`config.mk`:
```
export PLATFORM = sky130hd
export DESIGN_NAME = bitmap_font_text_layout
export DESIGN_NICKNAME = d
export VERILOG_FILES = /design/src/bfl_pkg.sv /design/src/bitmap_font_text_layout.sv /design/src/bfl_ctrl.sv /design/src/bfl_dp.sv
export SDC_FILE = /design/constraint.sdc
export NUM_CORES = 1
export LEC_CHECK = 0
export BUFFER_PORTS_ARGS = -buffer_cell sky130_fd_sc_hd__buf_2
export CAP_MARGIN = 20
export CORE_ASPECT_RATIO = 1.25
export CORE_MARGIN = 2
export CORE_UTILIZATION = 55
export DETAILED_ROUTE_END_ITERATION = 6
export PLACE_DENSITY = 0.75
export SYNTH_ARGS = -nofsm -noshare
export SYNTH_HDL_FRONTEND = slang
export SYNTH_SLANG_ARGS = --single-unit
```
`constraint.sdc`:
```
create_clock -name clk_i -period 5.34 [get_ports clk_i]
set_input_delay 0.267 -clock clk_i [delete_from_list [all_inputs] [get_ports clk_i]]
set_output_delay 0.267 -clock clk_i [all_outputs]
set_load 0.005 [all_outputs]
```
`src/bfl_pkg.sv`:
```
// Shared types and constants for the bitmap font text layout block.
package bfl_pkg;

  localparam int unsigned CodeW   = 8;
  localparam int unsigned PosW    = 16;
  localparam int unsigned ScaleW  = 12;
  localparam int unsigned FracW   = 8;
  localparam int unsigned DivStep = CodeW;
  localparam int unsigned CntW    = $clog2(DivStep);

  localparam logic [CodeW-1:0] CodeSpace   = 8'd32;
  localparam logic [CodeW-1:0] CodeNewline = 8'd10;

  localparam logic [7:0] RstCharWidth  = 8'd8;
  localparam logic [7:0] RstCharHeight = 8'd8;
  localparam logic [7:0] RstNumCols    = 8'd16;
  localparam logic [7:0] RstStartChar  = 8'd32;

  typedef enum logic [1:0] {
    CFG_CHAR_WIDTH  = 2'd0,
    CFG_CHAR_HEIGHT = 2'd1,
    CFG_NUM_COLS    = 2'd2,
    CFG_START_CHAR  = 2'd3
  } cfg_idx_e;

  typedef enum logic [1:0] {
    KIND_SPACE   = 2'd0,
    KIND_NEWLINE = 2'd1,
    KIND_GLYPH   = 2'd2,
    KIND_BELOW   = 2'd3
  } kind_e;

  typedef enum logic [1:0] {
    ST_IDLE,
    ST_DIV,
    ST_MUL,
    ST_FIN
  } state_e;

  typedef struct packed {
    logic load;
    logic step;
    logic mul;
    logic fin;
  } cmd_t;

  typedef struct packed {
    logic out_free;
  } sts_t;

endpackage

```
`src/bitmap_font_text_layout.sv`:
```
// Top level of the bitmap font text layout block.
//
// Input stream: one character request per transfer. s_axis_tuser is the
// first-of-string flag; it latches origin_x/origin_y as the pen and line
// start before the character is handled.
// Output stream: one result per request, kind in m_axis_tuser, destination
// pen position and source cell rectangle in m_axis_tdata.
// Configuration: cfg_we_i writes cfg_data_i into register cfg_idx_i
// (0 char_width, 1 char_height, 2 num_cols, 3 start_char); write only idle.
// Timing: the accepting cycle loads a request, then the shared restoring
// divider yields the cell row and column (one quotient bit a cycle), then
// come the product state and the result state. A request is accepted only
// when the controller is back in idle after the last one: s_axis_tready is
// high only while the controller is idle.
// The output register holds a finished result while the next request is
// accepted and divided; if it is still occupied at the result cycle the
// controller waits there until m_axis_tready frees it.
// Reset clears pen, line start and the output valid flag and restores the
// default font geometry (8x8 cells, 16 columns, first code 32).
module bitmap_font_text_layout
  import bfl_pkg::*;
(
  input  logic        clk_i,
  input  logic        rst_ni,
  input  logic        cfg_we_i,
  input  logic [1:0]  cfg_idx_i,
  input  logic [7:0]  cfg_data_i,
  input  logic        s_axis_tvalid,
  output logic        s_axis_tready,
  // ch, origin_x, origin_y, scale, zero pad
  input  logic [55:0] s_axis_tdata,
  // first
  input  logic        s_axis_tuser,
  output logic        m_axis_tvalid,
  input  logic        m_axis_tready,
  // dest_x, dest_y, src_left, src_top, src_right, src_bottom
  output logic [95:0] m_axis_tdata,
  // kind
  output logic [1:0]  m_axis_tuser
);

  cmd_t cmd;
  sts_t sts;

  bfl_ctrl u_ctrl (
    .clk_i         (clk_i),
    .rst_ni        (rst_ni),
    .s_axis_tvalid (s_axis_tvalid),
    .s_axis_tready (s_axis_tready),
    .sts_i         (sts),
    .cmd_o         (cmd)
  );

  bfl_dp u_dp (
    .clk_i         (clk_i),
    .rst_ni        (rst_ni),
    .cfg_we_i      (cfg_we_i),
    .cfg_idx_i     (cfg_idx_i),
    .cfg_data_i    (cfg_data_i),
    .s_axis_tdata  (s_axis_tdata),
    .s_axis_tuser  (s_axis_tuser),
    .cmd_i         (cmd),
    .sts_o         (sts),
    .m_axis_tvalid (m_axis_tvalid),
    .m_axis_tready (m_axis_tready),
    .m_axis_tdata  (m_axis_tdata),
    .m_axis_tuser  (m_axis_tuser)
  );

endmodule

```
`src/bfl_ctrl.sv`:
```
// Sequencing state machine for the text layout block.
module bfl_ctrl
  import bfl_pkg::*;
(
  input  logic clk_i,
  input  logic rst_ni,
  input  logic s_axis_tvalid,
  output logic s_axis_tready,
  input  sts_t sts_i,
  output cmd_t cmd_o
);

  state_e          state_q, state_d;
  logic [CntW-1:0] cnt_q;

  always_ff @(posedge clk_i or negedge rst_ni) begin
    if (!rst_ni) begin
      state_q <= ST_IDLE;
      cnt_q   <= '0;
    end else begin
      state_q <= state_d;
      if (state_q == ST_DIV) begin
        cnt_q <= cnt_q + 1'b1;
      end else begin
        cnt_q <= '0;
      end
    end
  end

  always_comb begin
    state_d = state_q;
    unique case (state_q)
      ST_IDLE: if (s_axis_tvalid) state_d = ST_DIV;
      ST_DIV:  if (cnt_q == CntW'(DivStep - 1)) state_d = ST_MUL;
      ST_MUL:  state_d = ST_FIN;
      ST_FIN:  if (sts_i.out_free) state_d = ST_IDLE;
    endcase
  end

  always_comb begin
    cmd_o         = '0;
    s_axis_tready = 1'b0;
    unique case (state_q)
      ST_IDLE: begin
        s_axis_tready = 1'b1;
        cmd_o.load    = s_axis_tvalid;
      end
      ST_DIV:  cmd_o.step = 1'b1;
      ST_MUL:  cmd_o.mul  = 1'b1;
      ST_FIN:  cmd_o.fin  = sts_i.out_free;
    endcase
  end

  assert property (@(posedge clk_i) disable iff (!rst_ni)
    cmd_o.fin |-> sts_i.out_free)
    else $error("result loaded while output register is occupied");

  assert property (@(posedge clk_i) disable iff (!rst_ni)
    cmd_o.load |=> (state_q == ST_DIV) && (cnt_q == '0))
    else $error("division did not start after a request");

  assert property (@(posedge clk_i) disable iff (!rst_ni)
    (state_q == ST_DIV) && (cnt_q == CntW'(DivStep - 1)) |=> state_q == ST_MUL)
    else $error("division ran past its step count");

  assert property (@(posedge clk_i) disable iff (!rst_ni)
    $onehot0({cmd_o.load, cmd_o.step, cmd_o.mul, cmd_o.fin}))
    else $error("more than one datapath command at once");

endmodule

```
`src/bfl_dp.sv`:
```
// Datapath: config registers, pen state, cell divider, products and result register.
module bfl_dp
  import bfl_pkg::*;
(
  input  logic        clk_i,
  input  logic        rst_ni,
  input  logic        cfg_we_i,
  input  logic [1:0]  cfg_idx_i,
  input  logic [7:0]  cfg_data_i,
  input  logic [55:0] s_axis_tdata,
  input  logic        s_axis_tuser,
  input  cmd_t        cmd_i,
  output sts_t        sts_o,
  output logic        m_axis_tvalid,
  input  logic        m_axis_tready,
  output logic [95:0] m_axis_tdata,
  output logic [1:0]  m_axis_tuser
);

  logic [7:0] char_width_q, char_height_q, num_cols_q, start_char_q;
  logic [PosW-1:0] pen_x_q, pen_y_q, line_x_q;

  logic [CodeW-1:0]  ch_q;
  logic [ScaleW-1:0] scale_q;
  logic              below_q;
  logic [7:0]        rem_q, quot_q;
  logic [PosW-1:0]   adv_q, left_q, top_q;

  logic              out_valid_q;
  logic [95:0]       out_data_q;
  kind_e             out_kind_q;

  logic [CodeW-1:0]  in_ch;
  logic [PosW-1:0]   in_ox, in_oy;
  logic [ScaleW-1:0] in_scale;
  logic [7:0]        divisor;
  logic [8:0]        trial;
  logic              fits;
  logic [ScaleW+7:0] adv_prod;

  logic [PosW-1:0]   pen_adv, new_pen_x, new_pen_y;
  logic [PosW-1:0]   dest_x, dest_y, src_l, src_t, src_r, src_b;
  kind_e             kind;

  assign in_ch    = s_axis_tdata[7:0];
  assign in_ox    = s_axis_tdata[23:8];
  assign in_oy    = s_axis_tdata[39:24];
  assign in_scale = s_axis_tdata[51:40];

  assign divisor  = (num_cols_q == 8'd0) ? 8'd1 : num_cols_q;
  assign trial    = {rem_q, quot_q[7]};
  assign fits     = trial >= {1'b0, divisor};
  assign adv_prod = (ScaleW+8)'(char_width_q) * (ScaleW+8)'(scale_q);

  always_ff @(posedge clk_i or negedge rst_ni) begin
    if (!rst_ni) begin
      char_width_q  <= RstCharWidth;
      char_height_q <= RstCharHeight;
      num_cols_q    <= RstNumCols;
      start_char_q  <= RstStartChar;
    end else if (cfg_we_i) begin
      unique case (cfg_idx_e'(cfg_idx_i))
        CFG_CHAR_WIDTH:  char_width_q  <= cfg_data_i;
        CFG_CHAR_HEIGHT: char_height_q <= cfg_data_i;
        CFG_NUM_COLS:    num_cols_q    <= cfg_data_i;
        CFG_START_CHAR:  start_char_q  <= cfg_data_i;
      endcase
    end
  end

  always_ff @(posedge clk_i) begin
    if (cmd_i.load) begin
      ch_q    <= in_ch;
      scale_q <= in_scale;
      below_q <= in_ch < start_char_q;
      rem_q   <= '0;
      quot_q  <= in_ch - start_char_q;
    end else if (cmd_i.step) begin
      rem_q  <= fits ? 8'(trial - {1'b0, divisor}) : trial[7:0];
      quot_q <= {quot_q[6:0], fits};
    end
    if (cmd_i.mul) begin
      adv_q  <= PosW'(adv_prod[ScaleW+7:FracW]);
      left_q <= PosW'(rem_q) * PosW'(char_width_q);
      top_q  <= PosW'(quot_q) * PosW'(char_height_q);
    end
  end

  assign pen_adv = pen_x_q + adv_q;

  always_comb begin
    new_pen_x = pen_adv;
    new_pen_y = pen_y_q;
    dest_x    = pen_x_q;
    dest_y    = pen_y_q;
    src_l     = '0;
    src_t     = '0;
    src_r     = '0;
    src_b     = '0;
    if (ch_q == CodeSpace) begin
      kind   = KIND_SPACE;
      dest_x = pen_adv;
    end else if (ch_q == CodeNewline) begin
      kind      = KIND_NEWLINE;
      new_pen_x = line_x_q;
      new_pen_y = pen_y_q + PosW'(char_height_q);
      dest_x    = line_x_q;
      dest_y    = new_pen_y;
    end else if (below_q) begin
      kind = KIND_BELOW;
    end else begin
      kind  = KIND_GLYPH;
      src_l = left_q;
      src_t = top_q;
      src_r = left_q + PosW'(char_width_q);
      src_b = top_q + PosW'(char_height_q);
    end
  end

  always_ff @(posedge clk_i or negedge rst_ni) begin
    if (!rst_ni) begin
      pen_x_q <= '0;
      pen_y_q <= '0;
      line_x_q <= '0;
    end else if (cmd_i.load && s_axis_tuser) begin
      pen_x_q  <= in_ox;
      pen_y_q  <= in_oy;
      line_x_q <= in_ox;
    end else if (cmd_i.fin) begin
      pen_x_q <= new_pen_x;
      pen_y_q <= new_pen_y;
    end
  end

  always_ff @(posedge clk_i or negedge rst_ni) begin
    if (!rst_ni) begin
      out_valid_q <= 1'b0;
    end else if (cmd_i.fin) begin
      out_valid_q <= 1'b1;
    end else if (m_axis_tready) begin
      out_valid_q <= 1'b0;
    end
  end

  always_ff @(posedge clk_i) begin
    if (cmd_i.fin) begin
      out_data_q <= {src_b, src_r, src_t, src_l, dest_y, dest_x};
      out_kind_q <= kind;
    end
  end

  assign sts_o.out_free = !out_valid_q || m_axis_tready;
  assign m_axis_tvalid  = out_valid_q;
  assign m_axis_tdata   = out_data_q;
  assign m_axis_tuser   = out_kind_q;

endmodule
```
==> impl_metrics.ini, run 1 <==
[outcome]
status = finished clean

[setup_path]
crit_type = reg -> reg
path_cells = and2_1 > fa_1 > fa_1 > fa_1 > inv_1 > fa_1 > inv_1 > ha_1 > a21o_1 > a21oi_1 > o21ai_0 > o21a_1 > o21ai_0 > nand2b_1 > a41o_1 > a222oi_1
cp_num_buf_inv = 2
max_stage_delay_ns = 0.71
worstReg2RegEnd = u_dp.adv_q[9]
r2r_start = u_dp.char_width_q[3]
worst_path_most_repeated_cell = fa_1
crit_arrival_ns = 5.39
r2r_cells = 16
slowest_stage = dfstp_4
critPathRequiredTime_ns = 5.70
end_kind = register
start_kind = register
cp_max_fo = 12
reg2reg_slack_ns = 0.31
critical_path.top_delay_family = adder cells

[global_routing]
busiest_layer = met2
met1_usage = 0.292
track_usage = 0.242
met3_usage = 0.0238
antenna_found_initial = 4
grt_pass1_vias = 14700
grt_pass1_wl_um = 71500
gr-total-overflow = 0
grt_max_degree = 60
met2_usage = 0.435

[die]
die_area_um2 = 36900
initial_core_util = 0.554
fp.dieW_um = 172
die_y_um = 214
num_rows = 77
num_io_pins = 172
core_um2 = 35200

[timing]
rsz0062_at_grt = false
finClkSkew_ns = 0.0268
relSlewSlack = 0.281
clock.fmax_mhz = 199
min_period_over_period = 0.941
hold_ws_ns = 0.0583
finalMaxSlewViolations = 0
setup_violations = 0
finalCriticalPeriod_ns = 5.03
finalHoldViolations = 0
worst_pin_slew_ns = 1.08
fin_ws_ns = 0.314
fin_tns_setup_ns = 0

[drt]
wl_um = 43600
wl_per_cell_um = 16.8
ant_nets = 0
viasPerCell = 5.51
vias = 14300
dr.pass1.iters = 5
drt_iter0_markers = 902
drc = 0

[hold_path]
min_from = cfg_data_i[4]
hold_path_class = in -> reg
min_to = u_dp.num_cols_q[4]
holdPathStages = 2

[synth]
synthArstFlopShare = 0.325
synth_top_area_frac = 0.264
synth_nets = 2252
syn_area_um2 = 19500
synthTopCellsByCount = inv_1 (226), and2_1 (180), nand2_1 (178)
ys_ff_latch = 265
synthTopCellsByArea = edfxtp_1 (26%), fa_1 (14%), ha_1 (11%), dfrtp_1 (11%), and2_1 (5.8%)
yosysSeqAreaShare = 0.383
avgSynthCellArea_um2 = 10.4
synth_most_common_cell = inv_1
yosysUniqueCellTypes = 62
yosysTopAreaCell = edfxtp_1
yosysWarnings = 0
synth-edff-count = 171
synthFlopType = edfxtp_1
synthCells = 1876

[cells_and_area]
num-nets-final = 2476
area_growth_pct = 15.1
fill_cells = 2763
regArea_um2 = 7460
multi_input_area_um2 = 11000
drive_gt1_frac = 0.139

[cts]
cts_buffers = 28
tritoncts = yes
root_buffer = clkbuf_16
htree_levels = 1
clk_latency_ns = 0.57
clk_pin_slew_worst_paths_ns = 0.06
cts.sink_count = 265
cts_buffer_depth = 3

[place]
port_buffers = 167
dp_slack_ns = 0.184
place_congestion = 0.888
hpwl_um = 32300

[flow_run]
drv_cap = 0
## timing repair
item,in CTS,in global routing
gates resized for setup,0,2
hold buffers,53,0
setup endpoints to repair,0,2
setup buffers,0,1
endpoints found under the hold margin,93,0
## through the flow
step	instances	instance area [µm²]	util
after global routing	2600	22400	0.638
after detailed placement	2488	20900	0.595
after floorplan	1876	19500	-
final	2600	22400	0.638
after global placement	2487	20900	0.594
after CTS	2593	22400	0.636
## state kept, by name (all words and copies together) (netlist names)
signal / cells
u_ctrl.cnt_q: 3
u_ctrl.state_q: 2
u_dp.adv_q: 12
u_dp.below_q: 1
u_dp.ch_q: 8
u_dp.char_height_q: 8
u_dp.char_width_q: 8
u_dp.left_q: 16
u_dp.line_x_q: 16
u_dp.m_axis_tdata: 96
u_dp.m_axis_tuser: 2
u_dp.m_axis_tvalid: 1
u_dp.num_cols_q: 8
u_dp.pen_x_q: 16
u_dp.pen_y_q: 16
u_dp.quot_q: 8
u_dp.rem_q: 8
u_dp.scale_q: 12
u_dp.start_char_q: 8
u_dp.top_q: 16
## logic make-up after synthesis
logic type	after synthesis	share of synthesized area
XOR/XNOR	91	0.0409
buffers and inverters	280	0.0540
flip-flops	265	0.383
AO/OA/AOI/OAI	287	0.0897
multiplexers	40	0.0227
adder cells (fa/ha/maj)	304	0.248
AND/OR/NAND/NOR	609	0.162
## area by class of cell
class	count	area share
multi-input cells	1331	0.490
flip-flops and latches	265	0.333
repair buffers	248	0.0715
inverters	226	0.0380
clock buffers	35	0.0352
well taps	474	0.0265
clock inverters	17	0.00575
diodes	4	0.000446
## placed cells by master, fill, tap and decap left out, types with 5 or more instances in the layout
| cell | n |
|---|---|
| a2111oi_0 | 5 |
| a21o_1 | 22 |
| a21oi_1 | 71 |
| a221o_1 | 6 |
| a22oi_1 | 9 |
| a31oi_1 | 8 |
| and2_1 | 180 |
| and3_1 | 46 |
| buf_2 | 166 |
| buf_4 | 26 |
| clkbuf_16 | 30 |
| clkinv_2 | 7 |
| dfrtp_1 | 81 |
| dfxtp_1 | 8 |
| dlygate4sd3_1 | 53 |
| edfxtp_1 | 171 |
| fa_1 | 137 |
| ha_1 | 166 |
| inv_1 | 225 |
| mux2_2 | 34 |
| mux2i_1 | 6 |
| nand2_1 | 178 |
| nand2b_1 | 17 |
| nand3_1 | 13 |
| nor2_1 | 81 |
| nor2b_1 | 27 |
| nor3_1 | 31 |
| o211ai_1 | 9 |
| o21a_1 | 8 |
| o21ai_0 | 111 |
| or3_1 | 11 |
| xnor2_1 | 60 |
| xor2_1 | 31 |
## routing by layer
metal / share of wire / routed length, µm
met1: 0.39 / 17000
met2: 0.52 / 22900
met3: 0.047 / 2050
met4: 0.038 / 1650
met5: 0 / 0
## how the worst max path moves through the flow
stage,startpoint,endpoint,slack (ns),depth (start not counted)
6_report,u_dp.char_width_q[3],u_dp.adv_q[9],0.31,16
5_1_grt,u_dp.char_width_q[4],u_dp.left_q[15],0.03,17
4_1_cts,u_dp.char_width_q[3],u_dp.adv_q[9],0.16,16
3_5_place_dp,u_dp.char_width_q[3],u_dp.adv_q[9],0.18,16
3_3_place_gp,u_dp.char_width_q[3],u_dp.adv_q[9],0.28,16
2_1_floorplan,u_dp.char_width_q[3],u_dp.left_q[15],0.51,14
Power of run 1 is not shown: default switching activity piles up to over one toggle a cycle in this logic, so the estimate is an artifact.
==> inputs of run 2 (changes only) <==
--- a/config.mk
+++ b/config.mk
@@ -5,7 +5,8 @@
 export SDC_FILE = /design/constraint.sdc
 export NUM_CORES = 1
 export LEC_CHECK = 0
-export BUFFER_PORTS_ARGS = -buffer_cell sky130_fd_sc_hd__buf_2
+export ABC_AREA = 0
+export BUFFER_PORTS_ARGS = -buffer_cell sky130_fd_sc_hd__buf_4
 export CAP_MARGIN = 20
 export CORE_ASPECT_RATIO = 1.25
 export CORE_MARGIN = 2
==> constraint.sdc (replaced) <==
create_clock -name clk_i -period 6.3 [get_ports clk_i]
set_input_delay 0.315 -clock clk_i [delete_from_list [all_inputs] [get_ports clk_i]]
set_output_delay 0.315 -clock clk_i [all_outputs]
set_load 0.005 [all_outputs]
==> run 2 against run 1 <==
  * Routed wire length shrank 0.49%
  * Non-clock buffer count is 22 lower
  * Cell count shrank 1.0%
  * Utilization grew 0.59 points
  * Clock skew is 0.0077 ns lower
  * Flip-flop and latch count is the same
  * Design area increased by 0.93%
  * Die area is the same
  * Sequential share of layout area decreased by 0.33 points
  * Register-to-register slack gained 0.53 ns
  * Critical path type unchanged
==> impl_metrics.ini, run 2 (synthesis gave the netlist of run 1 again) <==
[timing]
worst_pin_slew_ns = 1.09
rsz0062_at_grt = false
finalMaxSlewViolations = 0
finalCriticalPeriod_ns = 5.45
fin_tns_setup_ns = 0
setup_violations = 0
hold_ws_ns = 0.0327
finalHoldViolations = 0
clock.fmax_mhz = 183
relSlewSlack = 0.275
finClkSkew_ns = 0.0191
min_period_over_period = 0.866

[cts]
tritoncts = yes
htree_levels = 1
clk_latency_ns = 0.56
cts_buffers = 27
clk_pin_slew_worst_paths_ns = 0.06
cts_setup_buffers = 0
cts_buffer_depth = 3
cts_resized = 0
root_buffer = clkbuf_16
cts.sink_count = 265
holdBufCountCts = 50

[drt]
drt_iter0_markers = 926
drc = 0
vias = 14200
dr.pass1.iters = 5
viasPerCell = 5.53
ant_nets = 0
wl_per_cell_um = 16.9
wl_um = 43400

[global_routing]
grt_pass1_vias = 14700
track_usage = 0.240
grt_max_degree = 66
antenna_found_initial = 2
gr-total-overflow = 0
grt_pass1_wl_um = 70800

[flow_run]
drv_cap = 0

[outcome]
status = finished clean

[cells_and_area]
largest_reg_flops = 96
layout_common_cells = inv_1 (225), and2_1 (180), nand2_1 (178)
final_common_cell = inv_1
drive_gt1_frac = 0.130
layout.cells.non_filler = 2574
area_growth_pct = 16.2
num-nets-final = 2453
fill_cells = 2765

[hold_path]
hold_path_class = in -> reg

[place]
hpwl_um = 31700
place_congestion = 0.865
dp.cells = 2470
port_buffers = 167

[setup_path]
start_kind = register
critPathRequiredTime_ns = 6.60
crit_arrival_ns = 5.75
worstReg2RegEnd = u_dp.left_q[15]
end_kind = register
cp_max_fo = 22
endpoint = u_dp.left_q[15]
crit_type = reg -> reg
r2r_cells = 17
cp-startpoint = u_dp.char_width_q[2]
r2r_start = u_dp.char_width_q[2]
reg2reg_slack_ns = 0.85

[die]
initial_core_util = 0.554
fp.dieW_um = 172
core_um2 = 35200
die_area_um2 = 36900
num_rows = 77
die_y_um = 214
num_io_pins = 172
==> run 2: cell type report <==
cell class                      count  area, µm²  share of cell area
Timing Repair Buffer              226       1830              0.0811
Clock buffer                       33        728              0.0322
Antenna cell                        2       5.00            0.000221
Multi-Input combinational cell   1331      11000               0.486
Inverter                          226        851              0.0376
Sequential cell                   265       7450               0.329
Clock inverter                     17        178             0.00785
Tap cell                          474        593              0.0262
==> run 2: worst min-delay path by stage <==
stage,start,endpoint,slack (ns),depth (start not counted)
global placement,rst_ni,u_dp.pen_y_q[14],0.26,1
floorplan,rst_ni,u_ctrl.cnt_q[0],0.02,0
detailed placement,rst_ni,u_dp.pen_y_q[14],0.27,1
finish,s_axis_tdata[39],u_dp.pen_y_q[15],0.03,3
CTS,s_axis_tdata[39],u_dp.pen_y_q[15],0.002,3
global route,s_axis_tdata[25],u_dp.pen_y_q[1],0.04,3
==> run 2: worst max-delay path: stages, from the launching register on <==
cell,delay (ns)
dfrtp_1,0.69
and2_1,0.35
fa_1,0.54
inv_1,0.06
fa_1,0.54
inv_1,0.05
fa_1,0.48
inv_1,0.05
fa_1,0.34
inv_1,0.07
ha_1,0.26
or2_2,0.30
a21oi_1,0.15
a21oi_1,0.07
and4_1,0.21
a2111oi_0,0.68
a21oi_1,0.18
xnor2_1,0.16
==> run 2: metal layers <==
layer / vias to the layer above / share of wire / wire (µm) / track usage
met1: 7065 / 0.39 / 17000 / 0.281
met2: 359 / 0.53 / 23000 / 0.441
met5: - / 0 / 0 / 0
li1: 6716 / - / - / -
met4: 0 / 0.039 / 1710 / 0.105
met3: 107 / 0.039 / 1680 / 0.0251
==> run 2: stage by stage <==
stage	instance area, µm²	setup WS [ns]	util
floorplan	19500	1.47	-
global placement	21200	0.968	0.603
detailed placement	21200	0.853	0.603
CTS	22600	0.815	0.643
global route	22600	0.540	0.643
finish	22600	0.847	0.643
Power of run 2 is left out for the same reason.
